File: src/rtl/c2tc_pkg.sv
// ----------------------------------------------------------------------------
// c2tc_pkg : shared constants and tables for calendar_to_tick_count
// Field widths, tick scaling, reciprocal constants and the month tables.
// ----------------------------------------------------------------------------
package c2tc_pkg;

   // field widths
   localparam int YEAR_W   = 14;
   localparam int MONTH_W  = 4;
   localparam int DAY_W    = 5;
   localparam int HOUR_W   = 5;
   localparam int MINUTE_W = 6;
   localparam int SECOND_W = 6;
   localparam int MSEC_W   = 10;
   localparam int TICK_W   = 62;

   // tick scaling, 100 ns ticks by default
   localparam int TICKS_PER_MS = 10000;
   localparam int TICKS_W      = $clog2(TICKS_PER_MS + 1);

   // internal widths
   localparam int DAYS_W   = 22;   // days up to year 9999
   localparam int DOFF_W   = 9;    // day offset inside a year
   localparam int TOD_W    = 27;   // milliseconds in a day
   localparam int MS_W     = 49;   // milliseconds since the epoch
   localparam int MS_LO_W  = 25;
   localparam int MS_HI_W  = MS_W - MS_LO_W;

   // divide by 100 through a reciprocal, exact for 14-bit values
   localparam int DIV100_MUL   = 5243;
   localparam int DIV100_SHIFT = 19;
   localparam int DIV100_MUL_W = 13;
   localparam int Q100_W       = 8;
   localparam int Q400_W       = 6;

   localparam int DAYS_PER_YEAR = 365;
   localparam int MS_PER_DAY    = 86400000;
   localparam int MS_PER_HOUR   = 3600000;
   localparam int MS_PER_MINUTE = 60000;
   localparam int MS_PER_SECOND = 1000;

   localparam int YEAR_MAX   = 9999;
   localparam int MONTH_MAX  = 12;
   localparam int HOUR_MAX   = 23;
   localparam int MINUTE_MAX = 59;
   localparam int SECOND_MAX = 59;
   localparam int MSEC_MAX   = 999;
   localparam int LEAP_DAY   = 29;

   localparam logic [MONTH_W-1:0] MONTH_JAN = 4'd1;
   localparam logic [MONTH_W-1:0] MONTH_FEB = 4'd2;
   localparam logic [MONTH_W-1:0] MONTH_MAR = 4'd3;
   localparam logic [MONTH_W-1:0] MONTH_APR = 4'd4;
   localparam logic [MONTH_W-1:0] MONTH_MAY = 4'd5;
   localparam logic [MONTH_W-1:0] MONTH_JUN = 4'd6;
   localparam logic [MONTH_W-1:0] MONTH_JUL = 4'd7;
   localparam logic [MONTH_W-1:0] MONTH_AUG = 4'd8;
   localparam logic [MONTH_W-1:0] MONTH_SEP = 4'd9;
   localparam logic [MONTH_W-1:0] MONTH_OCT = 4'd10;
   localparam logic [MONTH_W-1:0] MONTH_NOV = 4'd11;
   localparam logic [MONTH_W-1:0] MONTH_DEC = 4'd12;

   // days in the year before the first of the month
   function automatic logic [DOFF_W-1:0] days_before_month(input logic [MONTH_W-1:0] month);
      logic [DOFF_W-1:0] result;
      unique case (month)
         MONTH_JAN: result = 9'd0;
         MONTH_FEB: result = 9'd31;
         MONTH_MAR: result = 9'd59;
         MONTH_APR: result = 9'd90;
         MONTH_MAY: result = 9'd120;
         MONTH_JUN: result = 9'd151;
         MONTH_JUL: result = 9'd181;
         MONTH_AUG: result = 9'd212;
         MONTH_SEP: result = 9'd243;
         MONTH_OCT: result = 9'd273;
         MONTH_NOV: result = 9'd304;
         MONTH_DEC: result = 9'd334;
         default:   result = 9'd0;
      endcase
      return result;
   endfunction

   // month length in a common year
   function automatic logic [DAY_W-1:0] month_length(input logic [MONTH_W-1:0] month);
      logic [DAY_W-1:0] result;
      unique case (month)
         MONTH_FEB: result = 5'd28;
         MONTH_APR, MONTH_JUN, MONTH_SEP, MONTH_NOV: result = 5'd30;
         MONTH_JAN, MONTH_MAR, MONTH_MAY, MONTH_JUL,
         MONTH_AUG, MONTH_OCT, MONTH_DEC: result = 5'd31;
         default: result = 5'd0;
      endcase
      return result;
   endfunction

endpackage

File: src/rtl/c2tc_req_if.sv
// ----------------------------------------------------------------------------
// c2tc_req_if : timestamp request channel
// Valid/ready channel that carries one broken-down calendar timestamp a beat.
// ----------------------------------------------------------------------------
interface c2tc_req_if;
   logic                               valid;
   logic                               ready;
   logic [c2tc_pkg::YEAR_W-1:0]        year;
   logic [c2tc_pkg::MONTH_W-1:0]       month;
   logic [c2tc_pkg::DAY_W-1:0]         day;
   logic [c2tc_pkg::HOUR_W-1:0]        hour;
   logic [c2tc_pkg::MINUTE_W-1:0]      minute;
   logic [c2tc_pkg::SECOND_W-1:0]      second;
   logic [c2tc_pkg::MSEC_W-1:0]        millisecond;

   modport source (
      output valid, year, month, day, hour, minute, second, millisecond,
      input  ready
   );
   modport sink (
      input  valid, year, month, day, hour, minute, second, millisecond,
      output ready
   );
endinterface

File: src/rtl/c2tc_rsp_if.sv
// ----------------------------------------------------------------------------
// c2tc_rsp_if : tick count response channel
// Valid/ready channel that carries one tick count and its valid flag a beat.
// ----------------------------------------------------------------------------
interface c2tc_rsp_if;
   logic                               valid;
   logic                               ready;
   logic [c2tc_pkg::TICK_W-1:0]        tick_count;
   logic                               input_valid;

   modport source (
      output valid, tick_count, input_valid,
      input  ready
   );
   modport sink (
      input  valid, tick_count, input_valid,
      output ready
   );
endinterface

File: src/rtl/calendar_to_tick_count.sv
// ----------------------------------------------------------------------------
// calendar_to_tick_count : calendar timestamp to tick count converter
// Converts a proleptic Gregorian date and time of day into ticks since
// 0001-01-01 00:00:00.000, with full range checking of every field.
// ----------------------------------------------------------------------------
// Usage
//   req_bus (sink) takes one timestamp a beat: year, month, day, hour,
//   minute, second, millisecond. rsp_bus (source) gives one beat back for
//   each request: tick_count and input_valid. A request that fails any range
//   check, or names a day past the end of its month, returns input_valid = 0
//   and tick_count = 0.
//   The pipeline has six register stages, the last being the output register
//   (year split, leap/day offset, day sum, day to millisecond multiply, tick
//   scaling in two partial products, final sum). A new request is taken
//   every cycle unless a waiting response is held off, so the throughput is
//   one beat per cycle while the output is not stalled.
//   When rsp_bus.ready is low with a response waiting, the whole pipeline
//   holds and req_bus.ready drops in the same cycle; nothing is lost or
//   repeated. Reset clears all stage valid bits, so the block comes up empty.
// ----------------------------------------------------------------------------
module calendar_to_tick_count (
   input  logic       clock,
   input  logic       reset,
   c2tc_req_if.sink   req_bus,
   c2tc_rsp_if.source rsp_bus
);

   logic advance;

   // stage 1: year split and field range checks
   logic                               s1_valid_ff;
   logic [c2tc_pkg::YEAR_W-1:0]        s1_year_ff;
   logic [c2tc_pkg::YEAR_W-1:0]        s1_y_ff;
   logic [c2tc_pkg::Q100_W-1:0]        s1_q100_year_ff, s1_q100_y_ff;
   logic [c2tc_pkg::Q400_W-1:0]        s1_q400_y_ff;
   logic [c2tc_pkg::MONTH_W-1:0]       s1_month_ff;
   logic [c2tc_pkg::DAY_W-1:0]         s1_day_ff;
   logic [c2tc_pkg::TOD_W-1:0]         s1_tod_ff;
   logic                               s1_ok_ff, s1_day_fits_ff, s1_feb29_ff;

   logic [c2tc_pkg::YEAR_W-1:0]        s1_y_in;
   logic [c2tc_pkg::YEAR_W+c2tc_pkg::DIV100_MUL_W-1:0] s1_prod_year, s1_prod_y;
   logic [c2tc_pkg::YEAR_W+c2tc_pkg::DIV100_MUL_W-3:0] s1_prod_y4;
   logic [c2tc_pkg::TOD_W-1:0]         s1_tod_in;
   logic                               s1_ok_in;

   // stage 2: days for whole years, offset inside the year
   logic                               s2_valid_ff;
   logic [c2tc_pkg::DAYS_W-1:0]        s2_days_year_ff;
   logic [c2tc_pkg::DOFF_W-1:0]        s2_doff_ff;
   logic [c2tc_pkg::TOD_W-1:0]         s2_tod_ff;
   logic                               s2_ok_ff;

   logic                               s2_div4, s2_div100, s2_leap;
   logic [c2tc_pkg::DAYS_W:0]          s2_days_year_in;
   logic [c2tc_pkg::DOFF_W-1:0]        s2_doff_in;
   logic                               s2_ok_in;

   // stage 3: day number
   logic                               s3_valid_ff;
   logic [c2tc_pkg::DAYS_W-1:0]        s3_days_ff;
   logic [c2tc_pkg::TOD_W-1:0]         s3_tod_ff;
   logic                               s3_ok_ff;

   // stage 4: milliseconds since epoch
   logic                               s4_valid_ff;
   logic [c2tc_pkg::MS_W-1:0]          s4_ms_ff;
   logic                               s4_ok_ff;
   logic [c2tc_pkg::MS_W-1:0]          s4_ms_in;

   // stage 5: tick scaling partial products
   logic                               s5_valid_ff;
   logic [c2tc_pkg::MS_LO_W+c2tc_pkg::TICKS_W-1:0] s5_lo_ff;
   logic [c2tc_pkg::MS_HI_W+c2tc_pkg::TICKS_W-1:0] s5_hi_ff;
   logic                               s5_ok_ff;

   // stage 6: output register
   logic                               out_valid_ff;
   logic [c2tc_pkg::TICK_W-1:0]        out_ticks_ff;
   logic                               out_ok_ff;
   logic [c2tc_pkg::TICK_W-1:0]        out_ticks_in;

   // whole pipeline moves unless a response is waiting and held off
   assign advance       = !out_valid_ff || rsp_bus.ready;
   assign req_bus.ready = advance;

   // ---------------- stage 1 ----------------
   always_comb begin
      s1_y_in      = req_bus.year - c2tc_pkg::YEAR_W'(1);
      s1_prod_year = (c2tc_pkg::YEAR_W+c2tc_pkg::DIV100_MUL_W)'(req_bus.year)
                   * (c2tc_pkg::YEAR_W+c2tc_pkg::DIV100_MUL_W)'(c2tc_pkg::DIV100_MUL);
      s1_prod_y    = (c2tc_pkg::YEAR_W+c2tc_pkg::DIV100_MUL_W)'(s1_y_in)
                   * (c2tc_pkg::YEAR_W+c2tc_pkg::DIV100_MUL_W)'(c2tc_pkg::DIV100_MUL);
      // (y/4)/100 gives y/400
      s1_prod_y4   = (c2tc_pkg::YEAR_W+c2tc_pkg::DIV100_MUL_W-2)'(s1_y_in[c2tc_pkg::YEAR_W-1:2])
                   * (c2tc_pkg::YEAR_W+c2tc_pkg::DIV100_MUL_W-2)'(c2tc_pkg::DIV100_MUL);
      s1_tod_in    = c2tc_pkg::TOD_W'(req_bus.hour) * c2tc_pkg::TOD_W'(c2tc_pkg::MS_PER_HOUR)
                   + c2tc_pkg::TOD_W'(req_bus.minute) * c2tc_pkg::TOD_W'(c2tc_pkg::MS_PER_MINUTE)
                   + c2tc_pkg::TOD_W'(req_bus.second) * c2tc_pkg::TOD_W'(c2tc_pkg::MS_PER_SECOND)
                   + c2tc_pkg::TOD_W'(req_bus.millisecond);
      s1_ok_in     = (req_bus.year != '0)
                  && (req_bus.year <= c2tc_pkg::YEAR_W'(c2tc_pkg::YEAR_MAX))
                  && (req_bus.month != '0)
                  && (req_bus.month <= c2tc_pkg::MONTH_W'(c2tc_pkg::MONTH_MAX))
                  && (req_bus.day != '0)
                  && (req_bus.hour <= c2tc_pkg::HOUR_W'(c2tc_pkg::HOUR_MAX))
                  && (req_bus.minute <= c2tc_pkg::MINUTE_W'(c2tc_pkg::MINUTE_MAX))
                  && (req_bus.second <= c2tc_pkg::SECOND_W'(c2tc_pkg::SECOND_MAX))
                  && (req_bus.millisecond <= c2tc_pkg::MSEC_W'(c2tc_pkg::MSEC_MAX));
   end

   // ---------------- stage 2 ----------------
   always_comb begin
      s2_div4   = (s1_year_ff[1:0] == 2'd0);
      s2_div100 = s2_div4 && ((c2tc_pkg::YEAR_W+1)'(s1_q100_year_ff) * (c2tc_pkg::YEAR_W+1)'(100)
                              == (c2tc_pkg::YEAR_W+1)'(s1_year_ff));
      // a multiple of 100 is a multiple of 400 exactly when it is one of 16
      s2_leap   = s2_div4 && (!s2_div100 || (s1_year_ff[3:0] == 4'd0));
      s2_days_year_in = (c2tc_pkg::DAYS_W+1)'(s1_y_ff) * (c2tc_pkg::DAYS_W+1)'(c2tc_pkg::DAYS_PER_YEAR)
                      + (c2tc_pkg::DAYS_W+1)'(s1_y_ff[c2tc_pkg::YEAR_W-1:2])
                      - (c2tc_pkg::DAYS_W+1)'(s1_q100_y_ff)
                      + (c2tc_pkg::DAYS_W+1)'(s1_q400_y_ff);
      s2_doff_in = c2tc_pkg::days_before_month(s1_month_ff)
                 + c2tc_pkg::DOFF_W'(s2_leap && (s1_month_ff > c2tc_pkg::MONTH_FEB))
                 + c2tc_pkg::DOFF_W'(s1_day_ff) - c2tc_pkg::DOFF_W'(1);
      s2_ok_in   = s1_ok_ff && (s1_day_fits_ff || (s1_feb29_ff && s2_leap));
   end

   // ---------------- stage 4 ----------------
   assign s4_ms_in = c2tc_pkg::MS_W'(s3_days_ff) * c2tc_pkg::MS_W'(c2tc_pkg::MS_PER_DAY)
                   + c2tc_pkg::MS_W'(s3_tod_ff);

   // ---------------- stage 6 ----------------
   always_comb begin
      out_ticks_in = c2tc_pkg::TICK_W'(s5_lo_ff)
                   + (c2tc_pkg::TICK_W'(s5_hi_ff) << c2tc_pkg::MS_LO_W);
      if (!s5_ok_ff) begin
         out_ticks_in = '0;
      end
   end

   // stage valid bits
   always_ff @(posedge clock) begin
      if (reset) begin
         s1_valid_ff  <= 1'b0;
         s2_valid_ff  <= 1'b0;
         s3_valid_ff  <= 1'b0;
         s4_valid_ff  <= 1'b0;
         s5_valid_ff  <= 1'b0;
         out_valid_ff <= 1'b0;
      end else if (advance) begin
         s1_valid_ff  <= req_bus.valid;
         s2_valid_ff  <= s1_valid_ff;
         s3_valid_ff  <= s2_valid_ff;
         s4_valid_ff  <= s3_valid_ff;
         s5_valid_ff  <= s4_valid_ff;
         out_valid_ff <= s5_valid_ff;
      end
   end

   // stage payload
   always_ff @(posedge clock) begin
      if (advance) begin
         s1_year_ff      <= req_bus.year;
         s1_y_ff         <= s1_y_in;
         s1_q100_year_ff <= s1_prod_year[c2tc_pkg::DIV100_SHIFT +: c2tc_pkg::Q100_W];
         s1_q100_y_ff    <= s1_prod_y[c2tc_pkg::DIV100_SHIFT +: c2tc_pkg::Q100_W];
         s1_q400_y_ff    <= s1_prod_y4[c2tc_pkg::DIV100_SHIFT +: c2tc_pkg::Q400_W];
         s1_month_ff     <= req_bus.month;
         s1_day_ff       <= req_bus.day;
         s1_tod_ff       <= s1_tod_in;
         s1_ok_ff        <= s1_ok_in;
         s1_day_fits_ff  <= (req_bus.day <= c2tc_pkg::month_length(req_bus.month));
         s1_feb29_ff     <= (req_bus.month == c2tc_pkg::MONTH_FEB)
                         && (req_bus.day == c2tc_pkg::DAY_W'(c2tc_pkg::LEAP_DAY));

         s2_days_year_ff <= s2_days_year_in[c2tc_pkg::DAYS_W-1:0];
         s2_doff_ff      <= s2_doff_in;
         s2_tod_ff       <= s1_tod_ff;
         s2_ok_ff        <= s2_ok_in;

         s3_days_ff      <= s2_days_year_ff + c2tc_pkg::DAYS_W'(s2_doff_ff);
         s3_tod_ff       <= s2_tod_ff;
         s3_ok_ff        <= s2_ok_ff;

         s4_ms_ff        <= s4_ms_in;
         s4_ok_ff        <= s3_ok_ff;

         s5_lo_ff <= (c2tc_pkg::MS_LO_W+c2tc_pkg::TICKS_W)'(s4_ms_ff[c2tc_pkg::MS_LO_W-1:0])
                   * (c2tc_pkg::MS_LO_W+c2tc_pkg::TICKS_W)'(c2tc_pkg::TICKS_PER_MS);
         s5_hi_ff <= (c2tc_pkg::MS_HI_W+c2tc_pkg::TICKS_W)'(s4_ms_ff[c2tc_pkg::MS_W-1:c2tc_pkg::MS_LO_W])
                   * (c2tc_pkg::MS_HI_W+c2tc_pkg::TICKS_W)'(c2tc_pkg::TICKS_PER_MS);
         s5_ok_ff <= s4_ok_ff;

         out_ticks_ff <= out_ticks_in;
         out_ok_ff    <= s5_ok_ff;
      end
   end

   assign rsp_bus.valid       = out_valid_ff;
   assign rsp_bus.tick_count  = out_ticks_ff;
   assign rsp_bus.input_valid = out_ok_ff;

   // ---------------- assertions ----------------
   // a rejected timestamp never carries a count
   a_invalid_zero: assert property (@(posedge clock) disable iff (reset)
      rsp_bus.valid && !rsp_bus.input_valid |-> rsp_bus.tick_count == '0)
      else $error("invalid timestamp returned a nonzero tick count");

   // a taken request lands in the first stage
   a_req_enters: assert property (@(posedge clock) disable iff (reset)
      req_bus.valid && req_bus.ready |=> s1_valid_ff)
      else $error("accepted request missing from stage 1");

   // a held response freezes the valid bits of stages 1 to 5
   a_stall_holds: assert property (@(posedge clock) disable iff (reset)
      !advance |=> $stable({s1_valid_ff, s2_valid_ff, s3_valid_ff, s4_valid_ff, s5_valid_ff}))
      else $error("pipeline moved during a stall");

   // out of range month can never pass the checks
   a_month_check: assert property (@(posedge clock) disable iff (reset)
      s1_valid_ff && (s1_month_ff == '0 || s1_month_ff > c2tc_pkg::MONTH_DEC) |-> !s2_ok_in)
      else $error("bad month passed the range check");

endmodule
File: src/flat_wrapper.sv
// flat-port wrapper written by rule: the top's interface ports become plain ports
module calendar_to_tick_count_flat 
  (clock, reset, req_bus_valid, req_bus_year, req_bus_month, req_bus_day, req_bus_hour, req_bus_minute, req_bus_second, req_bus_millisecond, req_bus_ready, rsp_bus_valid, rsp_bus_tick_count, rsp_bus_input_valid, rsp_bus_ready);
  c2tc_req_if req_bus_i ();
  c2tc_rsp_if rsp_bus_i ();
  input  logic clock;
  input  logic reset;
  input wire logic [$bits(req_bus_i.valid)-1:0] req_bus_valid;
  input wire logic [$bits(req_bus_i.year)-1:0] req_bus_year;
  input wire logic [$bits(req_bus_i.month)-1:0] req_bus_month;
  input wire logic [$bits(req_bus_i.day)-1:0] req_bus_day;
  input wire logic [$bits(req_bus_i.hour)-1:0] req_bus_hour;
  input wire logic [$bits(req_bus_i.minute)-1:0] req_bus_minute;
  input wire logic [$bits(req_bus_i.second)-1:0] req_bus_second;
  input wire logic [$bits(req_bus_i.millisecond)-1:0] req_bus_millisecond;
  output wire logic [$bits(req_bus_i.ready)-1:0] req_bus_ready;
  output wire logic [$bits(rsp_bus_i.valid)-1:0] rsp_bus_valid;
  output wire logic [$bits(rsp_bus_i.tick_count)-1:0] rsp_bus_tick_count;
  output wire logic [$bits(rsp_bus_i.input_valid)-1:0] rsp_bus_input_valid;
  input wire logic [$bits(rsp_bus_i.ready)-1:0] rsp_bus_ready;
  assign req_bus_i.valid = req_bus_valid;
  assign req_bus_i.year = req_bus_year;
  assign req_bus_i.month = req_bus_month;
  assign req_bus_i.day = req_bus_day;
  assign req_bus_i.hour = req_bus_hour;
  assign req_bus_i.minute = req_bus_minute;
  assign req_bus_i.second = req_bus_second;
  assign req_bus_i.millisecond = req_bus_millisecond;
  assign req_bus_ready = req_bus_i.ready;
  assign rsp_bus_valid = rsp_bus_i.valid;
  assign rsp_bus_tick_count = rsp_bus_i.tick_count;
  assign rsp_bus_input_valid = rsp_bus_i.input_valid;
  assign rsp_bus_i.ready = rsp_bus_ready;
  calendar_to_tick_count u_core (.clock(clock), .reset(reset), .req_bus(req_bus_i), .rsp_bus(rsp_bus_i));
endmodule
File: config.mk
export PLATFORM = sky130hd
export DESIGN_NAME = calendar_to_tick_count_flat
export DESIGN_NICKNAME = d
export VERILOG_FILES = /design/src/rtl/c2tc_pkg.sv /design/src/rtl/c2tc_req_if.sv /design/src/rtl/c2tc_rsp_if.sv /design/src/rtl/calendar_to_tick_count.sv /design/src/flat_wrapper.sv
export SDC_FILE = /design/constraint.sdc
export NUM_CORES = 2
export LEC_CHECK = 0
export BUFFER_PORTS_ARGS = -buffer_cell sky130_fd_sc_hd__buf_2
export CAP_MARGIN = 5
export CELL_PAD_IN_SITES_DETAIL_PLACEMENT = 0
export CELL_PAD_IN_SITES_GLOBAL_PLACEMENT = 2
export CORE_ASPECT_RATIO = 0.75
export CORE_MARGIN = 5
export CORE_UTILIZATION = 48
export CTS_BUF_LIST = sky130_fd_sc_hd__clkbuf_4 sky130_fd_sc_hd__clkbuf_8
export DETAILED_ROUTE_END_ITERATION = 8
export GPL_TIMING_DRIVEN = 1
export PLACE_DENSITY_LB_ADDON = 0.3
export SYNTH_ARGS = -nofsm -noshare
export SYNTH_HDL_FRONTEND = slang
export SYNTH_SLANG_ARGS = --single-unit
File: constraint.sdc
create_clock -name clock -period 50.7 [get_ports clock]
set_input_delay 10.14 -clock clock [delete_from_list [all_inputs] [get_ports clock]]
set_output_delay 10.14 -clock clock [all_outputs]
set_load 0.005 [all_outputs]
==> impl_metrics.ini <==
[floorplan]
die_area_sq_um = 107000
die_h_um = 285
initial_core_util_pct = 48.6
io_pins = 119
core_sq_um = 99700
rows = 100
die_w_um = 377

[detailed_routing]
top_layer_used = met4
drt_iter0_markers = 994
via_per_inst = 4.82
wl_per_cell_um = 14.7
routed_wl_um = 90300
dr.pass1.iters = 7
wl_met1_um = 45200
drc = 0
wl_met2_um = 40900
route.met3.wl_um = 2420
antenna_left = 0
via_count = 29500

[grt]
grt_pass1_wl_um = 156000
grt_usage_pct = 17.6
grt_max_degree = 77
first_global_vias = 31400
antenna_found_initial = 2
grt-ovfl-total = 0

[critical_path]
crit_type = primary input to output pin
critPathLaunchType = primary input
required_ns = 40.56
cp_max_fo = 61
cp.arrival_ns = 11.39
crit_path_end_kind = output pin

[status]
status = finished, final reports clean

[layout]
final_cell_mix = inv_1, ha_1, fa_1, edfxtp_1, xnor2_1
syn_to_final_growth_pct = 7.75
nets = 6287
final_common_cell = inv_1
layout-drive-gt1-share_pct = 6.28

[place]
dp_hpwl_um = 76500
portBuffers = 114
gp_congestion = 0.827

[timing]
tns_ns = 0
setup_violations = 0
slew_headroom_pct = 26.5
min_period_over_period_pct = 42.5
worst_pin_slew_ns = 1.09
fin_skew_ns = 0.0666
hold_viol = 0
drv_slew = 0
rsz0062_at_grt = no
timing.fmax_mhz = 46.4
period_needed_ns = 21.53

[clocking]
clkSinkCount = 391
clkLatencyLatePin_ns = 0.70
cts_resized = 0
root_buffer = clkbuf_8
cts_tree = built
cts.hold.buffers_added = 0
h-tree-depth = 3
cts_max_path_buffers = 3
cts_buffers = 73
clkSlewWorstSetupHoldPaths_ns = 0.05
postCtsSetupBuffers = 0

[run]
cap_violations = 0

[synthesis]
async_flop_share_pct = 0
synth_edf_count = 376
synth_cell_types = 87
syn_avg_cell_area_sq_um = 10.6
ys_seq_area_share_pct = 23.9
synth_area_sq_um = 48400
ys_ff_latch = 391
syn_inst = 4564
ys.flop_type = edfxtp_1
synth_warnings = 0

[worst_hold_path]
hold_class = flop to flop
## Yosys cell counts (all sizes together) (8+ instances only)
library cell,count,area share (%)
edfxtp,376,23
nand3,66,0.71
o21a,27,0.42
nand4,24,0.31
a31o,8,0.14
nor2b,29,0.37
o211ai,19,0.30
a211oi,22,0.36
clkbuf,18,0.14
or2,12,0.16
a211o,8,0.14
or3,14,0.18
and2,37,0.48
inv,1189,9.2
fa,551,23
nor2,131,1.0
a31oi,20,0.27
nor3,49,0.51
a21oi,181,1.9
a21o,79,1.2
a2111oi,9,0.25
o31ai,9,0.15
xnor2,222,4.0
dfxtp,15,0.62
o21ai,114,1.2
nand2b,26,0.34
and3,35,0.45
o21bai,32,0.53
a21boi,13,0.20
xor2,74,1.4
buf,10,0.13
ha,937,24
nand2,125,0.97
## final timing paths
check	start	to	slack (ns)	depth (start not counted)
worst min register to register	u_core.s1_tod_ff[23]	u_core.s2_tod_ff[23]	0.40	0
worst min-delay path	u_core.s1_tod_ff[23]	u_core.s2_tod_ff[23]	0.40	0
worst max register to register	u_core.s3_days_ff[6]	u_core.s4_ms_ff[48]	43.59	26
worst max-delay path	rsp_bus_ready	req_bus_ready	29.17	4
## layer usage
layer	global-route usage, %	vias up
met5	0	-
met4	4.07	0
met3	2.01	112
met2	29.1	292
met1	25.1	13900
li1	-	15200
## flip-flops by register name (all words and copies together), names as in the netlist, 22 cells and up, named ones only
signal and count:
u_core.s1_tod_ff 27, u_core.s5_hi_ff 33, u_core.s5_lo_ff 35, u_core.s2_tod_ff 27
u_core.s2_days_year_ff 22, u_core.s3_tod_ff 27, u_core.rsp_bus.tick_count 58, u_core.s3_days_ff 22
u_core.s4_ms_ff 49
## worst max-delay path, cell delays in order
cell,delay [ns]
buf_2,0.09
nor2b_1,0.59
inv_8,0.32
buf_2,0.25
## cells by family after synthesis
group / synth area share [%]
compound gates: 7.94
xor+xnor: 5.42
fa+ha+maj: 47.0
buf+inv: 9.49
flops: 23.9
mux: 0.168
other cells: 0.00774
simple gates: 6.06
## final cells by class
cell class,instances,area (sq um)
timing repair buffer,131,698
antenna,2,5.00
tap,1326,1660
fill,9230,47500
clock buffer,91,1150
clock inverter,34,353
sequential,391,11600
inverter,1189,4470
multi-input combinational,2959,32300
## through the flow
| step | hold WS, ns | instances | utilization (%) | setup WS (ns) | cell area (sq um) |
|---|---|---|---|---|---|
| floorplan | 0.400 | 4567 | - | 19.70 | 48400 |
| global placement | 0.401 | 5996 | 50.8 | 29.19 | 50700 |
| detailed placement | 0.405 | 5996 | 50.8 | 29.15 | 50700 |
| CTS | 0.391 | 6121 | 52.3 | 29.15 | 52200 |
| global route | 0.405 | 6122 | 52.3 | 29.04 | 52200 |
| finish | 0.401 | 6123 | 52.3 | 29.17 | 52200 |
Power is not shown: default switching activity piles up to over one toggle a cycle in this logic, so the estimate is an artifact.
